--- src/hdl/line_editor_with_echo_assert.svh ---
// Assertion macros used by the line editor's result sequencer (lne_seq).
// Files that check their own logic take this header by include.
`ifndef LINE_EDITOR_WITH_ECHO_ASSERT_SVH
`define LINE_EDITOR_WITH_ECHO_ASSERT_SVH

// Checked on every clock edge outside reset.
`define LNE_ASSERT(lbl, prop, msg) \
  lbl: assert property (@(posedge clk_i) disable iff (!rst_ni) prop) else $error(msg);

// Checked on every clock edge, reset included.
`define LNE_ASSERT_ALWAYS(lbl, prop, msg) \
  lbl: assert property (@(posedge clk_i) prop) else $error(msg);

`endif

--- src/hdl/lne_pkg.sv ---
// Package of the line editor: character codes, command kinds and the
// command record handed from the decoder to the result sequencer. No dependencies.
package lne_pkg;

  localparam int unsigned LINE_BUFFER_SIZE = 64;

  localparam int unsigned CHAR_W  = 8;
  localparam int unsigned INDEX_W = 6;
  localparam int unsigned LEN_W   = 6;

  localparam logic [CHAR_W-1:0] CH_ESC    = 8'd27;
  localparam logic [CHAR_W-1:0] CH_LF     = 8'd10;
  localparam logic [CHAR_W-1:0] CH_BS     = 8'd8;
  localparam logic [CHAR_W-1:0] CH_CR     = 8'd13;
  localparam logic [CHAR_W-1:0] CH_BEL    = 8'd7;
  localparam logic [CHAR_W-1:0] CH_SPACE  = 8'd32;
  localparam logic [CHAR_W-1:0] CH_BSLASH = 8'd92;
  localparam logic [CHAR_W-1:0] CH_NUL    = 8'd0;

  localparam logic OP_RX   = 1'b0;
  localparam logic OP_READ = 1'b1;

  typedef enum logic [2:0] {
    KIND_ECHO,
    KIND_KILL,
    KIND_ERASE,
    KIND_BELL,
    KIND_LINE_END,
    KIND_READ
  } kind_e;

  typedef struct packed {
    kind_e             kind;
    logic [CHAR_W-1:0] ch;
    logic              done;
    logic [LEN_W-1:0]  len;
    logic              rd_zero;
  } cmd_t;

endpackage

--- src/hdl/lne_ram.sv ---
// Generic single-port-write, single-port-read RAM with a registered read.
// Used for the line store. No dependencies.
module lne_ram #(
  parameter int unsigned WIDTH = 8,
  parameter int unsigned DEPTH = 64
) (
  input  logic                     clk_i,
  input  logic                     we_i,
  input  logic [$clog2(DEPTH)-1:0] waddr_i,
  input  logic [WIDTH-1:0]         wdata_i,
  input  logic                     re_i,
  input  logic [$clog2(DEPTH)-1:0] raddr_i,
  output logic [WIDTH-1:0]         rdata_o
);

  logic [WIDTH-1:0] mem_q [DEPTH];
  logic [WIDTH-1:0] rdata_q;

  always_ff @(posedge clk_i) begin
    if (we_i) begin
      mem_q[waddr_i] <= wdata_i;
    end
    if (re_i) begin
      rdata_q <= mem_q[raddr_i];
    end
  end

  assign rdata_o = rdata_q;

endmodule

--- src/hdl/lne_seq.sv ---
// Result sequencer: holds one decoded command and emits its results, one per
// cycle unless stalled, into the output register. Depends on lne_pkg and the assertion header.
`include "line_editor_with_echo_assert.svh"

module lne_seq (
  input  logic                           clk_i,
  input  logic                           rst_ni,
  input  logic                           load_i,
  input  lne_pkg::cmd_t                  cmd_i,
  input  logic [lne_pkg::CHAR_W-1:0]     rdata_i,
  output logic                           take_o,
  output logic                           out_valid_o,
  input  logic                           out_ready_i,
  output logic                           tx_valid_o,
  output logic [lne_pkg::CHAR_W-1:0]     tx_byte_o,
  output logic                           line_done_o,
  output logic [lne_pkg::LEN_W-1:0]      line_length_o,
  output logic [lne_pkg::CHAR_W-1:0]     read_data_o,
  output logic                           last_o
);

  logic          gen_valid_q, gen_valid_d;
  lne_pkg::cmd_t cmd_q, cmd_d;
  logic [1:0]    step_q, step_d;

  logic                          out_valid_q, out_valid_d;
  logic                          tx_valid_q, tx_valid_d;
  logic [lne_pkg::CHAR_W-1:0]    tx_byte_q, tx_byte_d;
  logic                          done_q, done_d;
  logic [lne_pkg::LEN_W-1:0]     len_q, len_d;
  logic [lne_pkg::CHAR_W-1:0]    rd_q, rd_d;
  logic                          last_q, last_d;

  logic out_free;
  logic gen_fire;
  logic gen_last;
  logic multi;

  assign out_free = !out_valid_q || out_ready_i;
  assign gen_fire = gen_valid_q && out_free;
  assign multi    = (cmd_q.kind == lne_pkg::KIND_KILL) || (cmd_q.kind == lne_pkg::KIND_ERASE);
  assign gen_last = multi ? (step_q == 2'd2) : 1'b1;
  assign take_o   = !gen_valid_q || (gen_fire && gen_last);

  always_comb begin
    gen_valid_d = gen_valid_q;
    cmd_d       = cmd_q;
    step_d      = step_q;
    if (gen_fire) begin
      if (gen_last) begin
        gen_valid_d = 1'b0;
        step_d      = 2'd0;
      end else begin
        step_d = step_q + 2'd1;
      end
    end
    if (load_i) begin
      gen_valid_d = 1'b1;
      cmd_d       = cmd_i;
      step_d      = 2'd0;
    end
  end

  always_comb begin
    out_valid_d = out_valid_q;
    tx_valid_d  = tx_valid_q;
    tx_byte_d   = tx_byte_q;
    done_d      = done_q;
    len_d       = len_q;
    rd_d        = rd_q;
    last_d      = last_q;
    if (out_valid_q && out_ready_i) begin
      out_valid_d = 1'b0;
    end
    if (gen_fire) begin
      out_valid_d = 1'b1;
      tx_valid_d  = 1'b1;
      tx_byte_d   = lne_pkg::CH_NUL;
      done_d      = 1'b0;
      len_d       = '0;
      rd_d        = lne_pkg::CH_NUL;
      last_d      = gen_last;
      unique case (cmd_q.kind)
        lne_pkg::KIND_ECHO: begin
          tx_byte_d = cmd_q.ch;
          done_d    = cmd_q.done;
          len_d     = cmd_q.len;
        end
        lne_pkg::KIND_KILL: begin
          case (step_q)
            2'd0:    tx_byte_d = lne_pkg::CH_BSLASH;
            2'd1:    tx_byte_d = lne_pkg::CH_CR;
            default: tx_byte_d = lne_pkg::CH_LF;
          endcase
        end
        lne_pkg::KIND_ERASE: begin
          tx_byte_d = (step_q == 2'd1) ? lne_pkg::CH_SPACE : lne_pkg::CH_BS;
        end
        lne_pkg::KIND_BELL: begin
          tx_byte_d = lne_pkg::CH_BEL;
        end
        lne_pkg::KIND_LINE_END: begin
          tx_valid_d = 1'b0;
          done_d     = 1'b1;
          len_d      = cmd_q.len;
        end
        lne_pkg::KIND_READ: begin
          tx_valid_d = 1'b0;
          rd_d       = cmd_q.rd_zero ? lne_pkg::CH_NUL : rdata_i;
        end
        default: begin
          tx_valid_d = 1'b0;
        end
      endcase
    end
  end

  always_ff @(posedge clk_i or negedge rst_ni) begin
    if (!rst_ni) begin
      gen_valid_q <= 1'b0;
      step_q      <= 2'd0;
      out_valid_q <= 1'b0;
    end else begin
      gen_valid_q <= gen_valid_d;
      step_q      <= step_d;
      out_valid_q <= out_valid_d;
    end
  end

  always_ff @(posedge clk_i) begin
    cmd_q      <= cmd_d;
    tx_valid_q <= tx_valid_d;
    tx_byte_q  <= tx_byte_d;
    done_q     <= done_d;
    len_q      <= len_d;
    rd_q       <= rd_d;
    last_q     <= last_d;
  end

  assign out_valid_o   = out_valid_q;
  assign tx_valid_o    = tx_valid_q;
  assign tx_byte_o     = tx_byte_q;
  assign line_done_o   = done_q;
  assign line_length_o = len_q;
  assign read_data_o   = rd_q;
  assign last_o        = last_q;

  `LNE_ASSERT(stall_holds_cmd, gen_valid_q && !out_free |=> gen_valid_q && $stable(step_q) && $stable(cmd_q), "Stalled command changed")
  `LNE_ASSERT_ALWAYS(step_in_range, !rst_ni || step_q != 2'd3, "Result step out of range")
  `LNE_ASSERT(step_only_multi, step_q != 2'd0 |-> gen_valid_q && multi, "Step advanced on a single-result command")

endmodule

--- src/hdl/line_editor_with_echo.sv ---
// Top level of the line editor: decodes each input transfer, keeps the write
// position, drives the line store RAM and feeds the result sequencer.
// Depends on lne_pkg, lne_ram and lne_seq.
//
// Each received byte or read request is taken in one transfer; its results
// leave through an output register, one per cycle unless the output stalls.
// Esc and a backspace with a nonempty line give three results, and the next
// item is taken only as the last of them leaves; every other item but LF
// gives one result, and such items sustain one per cycle. LF is taken and
// gives no result. The sequencer, which emits one result per cycle unless
// the output stalls, sets the rate. The line store sits in a RAM with a
// registered read; a read's data comes from it the cycle after the transfer.
// The entry at size minus one is never written; reads of it, and of indexes
// beyond the store, answer zero. No clearing pass runs after reset.
module line_editor_with_echo #(
  parameter int unsigned LINE_BUFFER_SIZE = lne_pkg::LINE_BUFFER_SIZE
) (
  input  logic                           clk_i,
  input  logic                           rst_ni,
  input  logic                           in_valid_i,
  output logic                           in_ready_o,
  input  logic                           operation_i,
  input  logic [lne_pkg::CHAR_W-1:0]     rx_byte_i,
  input  logic [lne_pkg::INDEX_W-1:0]    read_index_i,
  output logic                           out_valid_o,
  input  logic                           out_ready_i,
  output logic                           tx_valid_o,
  output logic [lne_pkg::CHAR_W-1:0]     tx_byte_o,
  output logic                           line_done_o,
  output logic [lne_pkg::LEN_W-1:0]      line_length_o,
  output logic [lne_pkg::CHAR_W-1:0]     read_data_o,
  output logic                           last_o
);

  localparam int unsigned PW = $clog2(LINE_BUFFER_SIZE);
  localparam int unsigned WW = (PW > lne_pkg::INDEX_W) ? PW : lne_pkg::INDEX_W;
  localparam logic [PW-1:0] POS_FULL = PW'(LINE_BUFFER_SIZE - 2);
  localparam logic [WW-1:0] IDX_TERM = WW'(LINE_BUFFER_SIZE - 1);

  logic [PW-1:0] pos_q, pos_d;
  logic          accept;
  logic          load;
  lne_pkg::cmd_t cmd;
  logic          we;
  logic [lne_pkg::CHAR_W-1:0] wdata;
  logic          re;
  logic [lne_pkg::CHAR_W-1:0] rdata;
  logic [PW-1:0] pos_inc;
  logic [WW-1:0] pos_wide;
  logic [WW-1:0] inc_wide;
  logic [WW-1:0] idx_wide;

  assign accept   = in_valid_i && in_ready_o;
  assign pos_inc  = pos_q + PW'(1);
  assign pos_wide = WW'(pos_q);
  assign inc_wide = WW'(pos_inc);
  assign idx_wide = WW'(read_index_i);

  always_comb begin
    pos_d       = pos_q;
    load        = 1'b0;
    we          = 1'b0;
    re          = 1'b0;
    wdata       = rx_byte_i;
    cmd.kind    = lne_pkg::KIND_ECHO;
    cmd.ch      = rx_byte_i;
    cmd.done    = 1'b0;
    cmd.len     = '0;
    cmd.rd_zero = idx_wide >= IDX_TERM;
    if (accept) begin
      if (operation_i == lne_pkg::OP_READ) begin
        load     = 1'b1;
        re       = 1'b1;
        cmd.kind = lne_pkg::KIND_READ;
      end else begin
        unique case (rx_byte_i)
          lne_pkg::CH_ESC: begin
            load     = 1'b1;
            cmd.kind = lne_pkg::KIND_KILL;
            pos_d    = '0;
          end
          lne_pkg::CH_LF: begin
            load = 1'b0;
          end
          lne_pkg::CH_BS: begin
            load = 1'b1;
            if (pos_q != '0) begin
              cmd.kind = lne_pkg::KIND_ERASE;
              pos_d    = pos_q - PW'(1);
            end else begin
              cmd.kind = lne_pkg::KIND_BELL;
            end
          end
          lne_pkg::CH_CR: begin
            load     = 1'b1;
            we       = 1'b1;
            wdata    = lne_pkg::CH_NUL;
            cmd.kind = lne_pkg::KIND_LINE_END;
            cmd.len  = pos_wide[lne_pkg::LEN_W-1:0];
            pos_d    = '0;
          end
          default: begin
            load = 1'b1;
            we   = 1'b1;
            if (pos_q == POS_FULL) begin
              cmd.done = 1'b1;
              cmd.len  = inc_wide[lne_pkg::LEN_W-1:0];
              pos_d    = '0;
            end else begin
              pos_d = pos_inc;
            end
          end
        endcase
      end
    end
  end

  always_ff @(posedge clk_i or negedge rst_ni) begin
    if (!rst_ni) begin
      pos_q <= '0;
    end else begin
      pos_q <= pos_d;
    end
  end

  lne_ram #(
    .WIDTH (lne_pkg::CHAR_W),
    .DEPTH (LINE_BUFFER_SIZE)
  ) u_store (
    .clk_i   (clk_i),
    .we_i    (we),
    .waddr_i (pos_q),
    .wdata_i (wdata),
    .re_i    (re),
    .raddr_i (idx_wide[PW-1:0]),
    .rdata_o (rdata)
  );

  lne_seq u_seq (
    .clk_i         (clk_i),
    .rst_ni        (rst_ni),
    .load_i        (load),
    .cmd_i         (cmd),
    .rdata_i       (rdata),
    .take_o        (in_ready_o),
    .out_valid_o   (out_valid_o),
    .out_ready_i   (out_ready_i),
    .tx_valid_o    (tx_valid_o),
    .tx_byte_o     (tx_byte_o),
    .line_done_o   (line_done_o),
    .line_length_o (line_length_o),
    .read_data_o   (read_data_o),
    .last_o        (last_o)
  );

endmodule
--- config.mk ---
export PLATFORM = sky130hd
export DESIGN_NAME = line_editor_with_echo
export DESIGN_NICKNAME = d
export VERILOG_FILES = /design/src/hdl/lne_pkg.sv /design/src/hdl/lne_ram.sv /design/src/hdl/lne_seq.sv /design/src/hdl/line_editor_with_echo.sv
export VERILOG_INCLUDE_DIRS = /design/src /design/src/hdl
export SDC_FILE = /design/constraint.sdc
export NUM_CORES = 1
export LEC_CHECK = 0
export BUFFER_PORTS_ARGS = -buffer_cell sky130_fd_sc_hd__buf_2
export CAP_MARGIN = 20
export CORE_MARGIN = 4
export CORE_UTILIZATION = 34
export CTS_CLUSTER_DIAMETER = 60
export DETAILED_ROUTE_END_ITERATION = 8
export PLACE_DENSITY = 0.46
export SLEW_MARGIN = 20
export SYNTH_ARGS = -nofsm -noshare
export SYNTH_HDL_FRONTEND = slang
export SYNTH_SLANG_ARGS = --single-unit
--- constraint.sdc ---
create_clock -name clk_i -period 7.3 [get_ports clk_i]
set_input_delay 1.46 -clock clk_i [delete_from_list [all_inputs] [get_ports clk_i]]
set_output_delay 1.46 -clock clk_i [all_outputs]
set_load 0.01 [all_outputs]
==> reports/results.ini, run 1 <==
[routing]
wl_mm=54.80
ant_nets=0
wl_met1_mm=25.31
wl_per_cell_microns=25.84
wl_met3_mm=2.746
drt_iter0_drc=1003
vias_per_cell=5.218
highest_layer=met4
num_vias=11070
drt_pass1_iterations=5
wl_met2_mm=25.28
drc=0

[flow_run]
drv_cap=0

[synth]
synthTopCellsByCount=edfxtp_1 (564), mux4_2 (120), nor2_1 (81), mux2i_1 (35), clkbuf_1 (31)
yosys_warnings=0
yosysTopAreaCellShare=0.7459
yosys.area.top_type=edfxtp_1
synth_edf_count=564
avgSynthCellArea_sq_um=19.73
synth.area.top_cells=edfxtp_1 (75%), mux4_2 (12%), mux2i_1 (1.5%)
ys_types=54
syn_area_sq_um=22700
syn-num-nets=1178
postSynthCellCount=1151
synth-seq-area-share=0.7570
yosys_register_bits=574
synth_flop_cell=edfxtp_1
synthArstFlopShare=0.01742
synth.most_common_cell=edfxtp_1

[critical_path]
crit_chain=buf_2, buf_4, or2_2, a211oi_1, nor3_1, nand3_1, nor2_1
slowest_stage=nor3_1
reg2reg_depth=6
regToRegSetupSlack_ns=3.86
critPathKind=in2reg
end_kind=flip-flop
cp_slowest_stage_delay_ns=0.70
crit_required_ns=7.54
regToRegStartpoint=u_seq.cmd_q[17]
worstPathArrival_ns=4.63
rr_endpoint=u_store.mem_q[27][5]
startpoint_type=input port
crit_fanout=47

[grt]
grt_pass1_vias=11290
grt_start_max_net_pins=74
track_usage=0.1560
antenna_found_initial=1
grt_pass1_wl_mm=81.43
overflow=0

[sta]
holdWs_ns=0.5173
period_minus_slack_ns=4.389
final.setup.tns_ns=0
max_freq_ghz=0.2278
skew_ns=0.02062
setup_viol=0
fin_crit_sh=0.6012
tightest_slew_ns=1.034
finalMaxSlewViolations=0
relSlewSlack=0.3084
hold_violations=0
grt_setup_unrepaired=false

[power]
ir_drop_mv=0.1581
p_leak_nw=8.209
power_density_nw_per_um2=301.9

[clock_tree]
postCtsHoldBufs=0
clk_pin_slew_ns=0.06
clock_path_buffers=3
cts_tree=yes
cts_root_buf=clkbuf_16
htree_levels=2
post_cts_resized=0
clock_latency_ns=0.62
post_cts_buffers=0
cts.sink_count=574
cts_made_buffers=60

[placed_design]
placed_cells=2014
port_buffers=45
dp_hpwl_mm=33.50
gp_congestion=0.7862

[floorplan]
fp-row-count=94
io-pin-count=46
die_x_microns=266.4
dieHeight_microns=266.4
dieArea_sq_um=70980
core_area_sq_um=65980
start_util=0.3441

[hold_path]
whs_path_depth=1
worstHoldStart=u_seq.cmd_q[4]
whs_endpoint=u_seq.line_length_o[3]
hold_path_class=reg2reg

[finish]
drive_gt1_frac=0.2323
antennaDiodeCount=0
fillers=5923
nNetsFinal=1239
syn2layout_area_growth_pct=14.38
fin_cells=2121

[run_status]
outcome=completed

[where the power goes]
group	switching, mW	internal [mW]
sequential	0.0904	3.78
combinational	0.502	0.224
clock	1.27	1.97
total	1.86	5.98
[metal layers]
metal	track usage	vias to the layer above
li1	-	4861
met1	0.2284	5823
met2	0.2426	304
met3	0.02535	80
met4	0.04683	0
met5	0	-
[layout by cell type (no fill, tap or decap), types with 12 or more instances in the layout]
master | Yosys | routed
o21ai_0 | 15 | 15
edfxtp_1 | 564 | 564
nor2b_1 | 15 | 12
a22oi_1 | 17 | 17
a22o_1 | 12 | 12
nand3_1 | 22 | 22
and2_1 | 18 | 18
mux4_2 | 120 | 120
nor2_1 | 81 | 81
buf_4 | 1 | 24
nand2_1 | 21 | 21
clkbuf_16 | 0 | 61
o22ai_1 | 15 | 15
buf_2 | 25 | 42
bufinv_16 | 0 | 13
mux2i_1 | 35 | 35
a211oi_1 | 16 | 16
[kinds of logic (layout without fill, tap and decap cells)]
family                   after synthesis  after routing  synth area share
AND/OR/NAND/NOR                      195            195           0.04232
XOR/XNOR                               2              2         0.0007717
AO/OA/AOI/OAI                        135            135           0.04304
buffers and inverters                 79            185           0.01653
adder cells (fa/ha/maj)                8              8          0.004409
multiplexers                         158            158            0.1360
flip-flops                           574            574            0.7570
[critical path, delay by kind of cell]
kind | cells | cell delay (ns)
buf+inv | 2 | 0.98
compound gates | 1 | 0.09
simple gates | 4 | 2.06
[registers in the layout (all words and copies together), names as in the netlist]
| name | cells |
|---|---|
| u_store.mem_q | 512 |
| u_seq.cmd_q | 19 |
| u_seq.read_data_o | 8 |
| u_seq.tx_byte_o | 8 |
| u_store.rdata_o | 8 |
| pos_q | 6 |
| u_seq.line_length_o | 6 |
| u_seq.step_q | 2 |
| u_seq.gen_valid_q | 1 |
| u_seq.last_o | 1 |
| u_seq.line_done_o | 1 |
| u_seq.out_valid_o | 1 |
| u_seq.tx_valid_o | 1 |
[cell type report]
| class | count | area [sq um] | share of cell area |
|---|---|---|---|
| clock buffer | 68 | 1553 | 0.05979 |
| clock inverter | 39 | 524.3 | 0.02019 |
| inverter | 10 | 37.54 | 0.001445 |
| multi-input combinational | 498 | 5175 | 0.1993 |
| sequential | 574 | 17190 | 0.6618 |
| tap | 864 | 1081 | 0.04163 |
| timing repair buffer | 68 | 412.9 | 0.01590 |
[worst max-delay path by stage]
stage / from / slack [ns] / end
floorplan: out_ready_i / 3.10 / u_store.mem_q[0][2]
global placement: rx_byte_i[4] / 2.26 / u_store.mem_q[31][0]
detailed placement: rx_byte_i[4] / 2.19 / u_store.mem_q[31][2]
CTS: rx_byte_i[4] / 2.88 / u_store.mem_q[30][5]
global route: rx_byte_i[4] / 2.54 / u_store.mem_q[30][5]
finish: rx_byte_i[4] / 2.91 / u_store.mem_q[27][5]
[stage by stage]
step	total power, mW	setup WS [ns]	util	instance area (sq um)
after floorplan	4.350	3.101	-	22700
after global placement	4.676	2.258	0.3617	23870
after detailed placement	4.678	2.195	0.3621	23890
after CTS	7.932	2.883	0.3936	25970
after global routing	8.145	2.536	0.3936	25970
final	7.841	2.911	0.3936	25970
(Power assumes the default switching activity.)
==> inputs of run 2 (changes only) <==
Settings changed: PLACE_DENSITY 0.46 to 0.48.
Clock period 7.3 ns to 3.7 ns, I/O delays scaled along.
==> run 2 against run 1 <==
Via count rose by 1.6%. Core utilization barely moved. Sequential share of layout area rose by 0.051 points. Die area did not move. Critical endpoint is now u_store.mem_q[27][3].
==> reports/results.ini, run 2 (synthesis gave the netlist of run 1 again) <==
[routing]
drt_pass1_iterations=5
wl_mm=55.23
drt_iter0_drc=956
vias_per_cell=5.249
ant_nets=0
drc=0
wl_per_cell_microns=25.78
num_vias=11240

[finish]
syn2layout_area_growth_pct=14.30
regMostFlops=u_store.mem_q
final_common_cell=edfxtp_1
layout_common_cells=edfxtp_1 (564), mux4_2 (120), nor2_1 (81)
fin_cells=2142
multi_input_area_sq_um=5165
antennaDiodeCount=0
register_area_sq_um=17190
reg_top3=u_store.mem_q: 512 flops, u_seq.cmd_q: 19 flops
fillers=5889
largest_register_ffs=512
nNetsFinal=1258
fin_util=0.3933
drive_gt1_frac=0.2363

[placed_design]
dp_hpwl_mm=34.57
placed_cells=2032
post-place-ws_ns=0.3451
gp_congestion=0.7791
port_buffers=45

[sta]
hold_violations=0
final.setup.tns_ns=0
skew_ns=0.01919
period_minus_slack_ns=3.226
grt_setup_unrepaired=false
layout_setup_ws_ns=0.4744
tightest_slew_ns=1.059
setup_viol=0
fin_crit_sh=0.8718
relSlewSlack=0.2916
holdWs_ns=0.3497
max_freq_ghz=0.3100
finalMaxSlewViolations=0

[clock_tree]
cts_tree=yes
clock_latency_ns=0.64
clock_path_buffers=3
cts_made_buffers=60
cts.sink_count=574
htree_levels=2
clk_pin_slew_ns=0.06
post_cts_resized=0
cts_root_buf=clkbuf_16

[floorplan]
die_x_microns=266.4
io-pin-count=46
start_util=0.3441
dieHeight_microns=266.4
core_area_sq_um=65980
dieArea_sq_um=70980
fp-row-count=94

[grt]
overflow=0
grt_pass1_vias=11620
track_usage=0.1564
grt_pass1_wl_mm=81.65
antenna_found_initial=1
grt_start_max_net_pins=71

[critical_path]
regToRegStartpoint=u_seq.step_q[0]
critical_path.endpoint=u_store.mem_q[27][3]
critPathKind=reg2reg
end_kind=flip-flop
rr_endpoint=u_store.mem_q[27][3]
cp-startpoint=u_seq.step_q[0]
reg2reg_depth=7
crit_required_ns=4.11
startpoint_type=flip-flop
regToRegSetupSlack_ns=0.47
crit_fanout=33
worstPathArrival_ns=3.64

[hold_path]
worstHoldStart=rx_byte_i[3]
whs_path_depth=1
hold_path_class=in2reg

[power]
power_density_nw_per_um2=574.4
ir_drop_mv=0.3285
p_leak_nw=8.224

[run_status]
outcome=completed

[flow_run]
drv_cap=0

==> run 2: cell types whose count changed in the layout (fill, tap and decap cells not counted), sizes merged <==
| cell | delta |
|---|---|
| clkbuf | +9 |
| bufinv | -9 |
| buf | +18 |
| clkinvlp | -3 |
| clkinv | +1 |
| inv | +4 |
| dlygate4sd3 | +1 |
==> run 2: worst min-delay path by stage <==
stage,endpoint
3_5_place_dp,u_seq.line_length_o[2]
3_3_place_gp,u_seq.out_valid_o
6_report,u_seq.cmd_q[11]
5_1_grt,u_seq.cmd_q[11]
4_1_cts,u_seq.cmd_q[11]
2_1_floorplan,pos_q[0]
==> run 2: worst max-delay path, cell delays in order (launching register included) <==
cell	delay [ns]
dfrtp_1	0.37
inv_1	0.11
ha_1	0.22
or3b_2	0.43
o2111ai_1	0.45
nor2_1	0.16
nor2b_4	0.77
buf_4	0.46
==> run 2: final cells by class <==
class	instances	share of cell area
repair buffers	87	0.02343
well taps	864	0.04166
clock inverters	32	0.01143
inverters	10	0.001446
multi-input cells	498	0.1990
flip-flops and latches	574	0.6623
clock buffers	77	0.06070
==> run 2: routing by layer <==
| layer | GRT usage | up-vias | routed length (microns) |
|---|---|---|---|
| met4 | 0.03227 | 0 | 1000 |
| li1 | - | 4907 | - |
| met1 | 0.2232 | 5957 | 24650 |
| met3 | 0.02858 | 77 | 2873 |
| met5 | 0 | - | 0 |
| met2 | 0.2544 | 303 | 26710 |
==> run 2: per-stage QoR <==
step	total power [mW]	cell area, sq um
2_1_floorplan	8.582	22700
3_3_place_gp	9.268	24070
4_1_cts	15.05	25950
5_1_grt	15.47	25950
3_5_place_dp	9.266	24070
6_report	14.91	25950
==> run 2: repair_timing <==
item / CTS / global route
setup buffers: 0 / 0
setup endpoints to repair: 0 / 0
hold buffers: 1 / 0
endpoints found under the hold margin: 10 / 0
==> run 2: power breakdown <==
group / total (mW) / internal (mW) / switching [mW]
clock network: 5.80 / 3.29 / 2.51
registers: 7.62 / 7.46 / 0.167
logic: 1.48 / 0.477 / 1.00
==> inputs of run 3 (changes only) <==
Settings changed: REMOVE_ABC_BUFFERS set to 1, SETUP_SLACK_MARGIN set to 0.02.
==> run 3 against run 2 <==
Cell count increased by 0.84%. Clock power fell by 0.7%. Setup slack gained 0.26 ns. Critical endpoint is now u_store.mem_q[2][4]. Largest power group unchanged.
==> reports/results.ini, run 3 (synthesis gave the netlist of run 1 again) <==
[run_status]
outcome=completed

[power]
p_leak_nw=8.289
power_density_nw_per_um2=572.1
fin_total_pwr_mw=14.93
ir_drop_mv=0.3258

[finish]
drive_gt1_frac=0.2456
reg_top3=u_store.mem_q: 512 flops, u_seq.cmd_q: 19 flops
final_common_cell=edfxtp_1
register_area_sq_um=17190
multi_input_area_sq_um=5171
fillers=5881
syn2layout_area_growth_pct=14.91
nNetsFinal=1273
layout_common_cells=edfxtp_1 (564), mux4_2 (120), nor2_1 (81)
fin_cells=2160
fin_util=0.3954
regMostFlops=u_store.mem_q
largest_register_ffs=512
fin_area_sq_um=26090

[routing]
drc=0
drt_pass1_iterations=4
wl_mm=56.26
vias_per_cell=5.225
ant_nets=0
wl_per_cell_microns=26.04
drt_iter0_drc=897
num_vias=11290

[clock_tree]
cts_made_buffers=61
clk_pin_slew_ns=0.06
cts_root_buf=clkbuf_16
post_cts_resized=0
cts_tree=yes
htree_levels=2
cts.sink_count=574
clock_latency_ns=0.62
clock_path_buffers=3

[placed_design]
dpl_cell_area_sq_um=24180
port_buffers=45
dp_hpwl_mm=35.40
placed_cells=2045
gp_congestion=0.7503

[hold_path]
worstHoldStart=in_valid_i
whs_endpoint=u_seq.gen_valid_q
whs_path_depth=3
hold_path_class=in2reg

[sta]
period_minus_slack_ns=2.961
grt_setup_unrepaired=false
final.setup.tns_ns=0
hold_violations=0
setup_viol=0
relSlewSlack=0.2539
skew_ns=0.01485
finalMaxSlewViolations=0
max_freq_ghz=0.3377
tightest_slew_ns=1.117
fin_crit_sh=0.8003

[critical_path]
rr_endpoint=u_store.mem_q[2][4]
reg2reg_depth=9
regToRegSetupSlack_ns=0.74
startpoint_type=flip-flop
crit_fanout=8
end_kind=flip-flop
crit_required_ns=3.93
critPathKind=reg2reg
regToRegStartpoint=u_seq.step_q[0]
worstPathArrival_ns=3.19

[grt]
overflow=0
antenna_found_initial=2
grt_pass1_wl_mm=82.32
grt_pass1_vias=11610
grt_start_max_net_pins=67
track_usage=0.1588

[floorplan]
io-pin-count=46
die_x_microns=266.4
dieArea_sq_um=70980
start_util=0.3441
fp-row-count=94
core_area_sq_um=65980
dieHeight_microns=266.4

[flow_run]
drv_cap=0

-- run 3: cell count changes in the layout (fill, tap and decap cells not counted), sizes merged --
cell / before / now
diode: 0 / 1
clkbuf: 77 / 73
clkinv: 23 / 27
clkinvlp: 0 / 4
buf: 86 / 100
inv: 15 / 14
-- run 3: worst max-delay path by stage --
stage / start / end / slack [ns]
2_1_floorplan: u_seq.step_q[0] / u_store.mem_q[0][0] / -0.16
3_3_place_gp: read_index_i[1] / u_store.rdata_o[6] / 0.36
3_5_place_dp: read_index_i[1] / u_store.rdata_o[6] / 0.39
4_1_cts: u_seq.step_q[0] / u_store.mem_q[36][3] / 0.50
5_1_grt: u_seq.step_q[0] / u_store.mem_q[2][4] / 0.51
6_report: u_seq.step_q[0] / u_store.mem_q[2][4] / 0.74
-- run 3: what timing repair did --
item,in CTS,in global routing
endpoints found under the setup margin,0,0
hold buffers,1,0
buffers inserted,0,0
hold endpoints to repair,10,0
-- run 3: metrics by stage --
| stage | hold slack (ns) | setup WS (ns) |
|---|---|---|
| 2_1_floorplan | 0.4444 | -0.1595 |
| 3_3_place_gp | 0.5052 | 0.3563 |
| 3_5_place_dp | 0.5023 | 0.3850 |
| 4_1_cts | 0.3754 | 0.5021 |
| 5_1_grt | 0.4073 | 0.5076 |
| 6_report | 0.4215 | 0.7391 |
-- run 3: power by group --
part / leakage [nW] / internal [mW] / switching [mW]
registers: 5.23 / 7.46 / 0.195
clock network: 0.909 / 3.29 / 2.47
logic: 2.15 / 0.481 / 1.03
-- run 3: per-layer routing --
| metal | wire [microns] | global-route usage | vias up |
|---|---|---|---|
| li1 | - | - | 4937 |
| met1 | 26370 | 0.2334 | 5965 |
| met2 | 25880 | 0.2455 | 294 |
| met3 | 2688 | 0.03033 | 90 |
| met4 | 1325 | 0.04198 | 0 |
| met5 | 0 | 0 | - |
-- run 3: critical path, cell delays in order, from the launching register on --
cell	delay (ns)
dfrtp_1	0.40
inv_1	0.15
ha_1	0.18
or3b_2	0.11
o2111ai_1	0.09
buf_4	0.19
nor3_1	0.19
buf_4	0.20
nand2_1	0.19
nor2_1	0.86
-- run 3: area by class of cell --
| type | count | area share |
|---|---|---|
| repair buffers | 101 | 0.02830 |
| multi-input cells | 498 | 0.1982 |
| inverters | 10 | 0.001439 |
| flip-flops and latches | 574 | 0.6588 |
| diodes | 1 | 0.00009592 |
| well taps | 864 | 0.04144 |
| clock buffers | 73 | 0.06024 |
| clock inverters | 39 | 0.01151 |
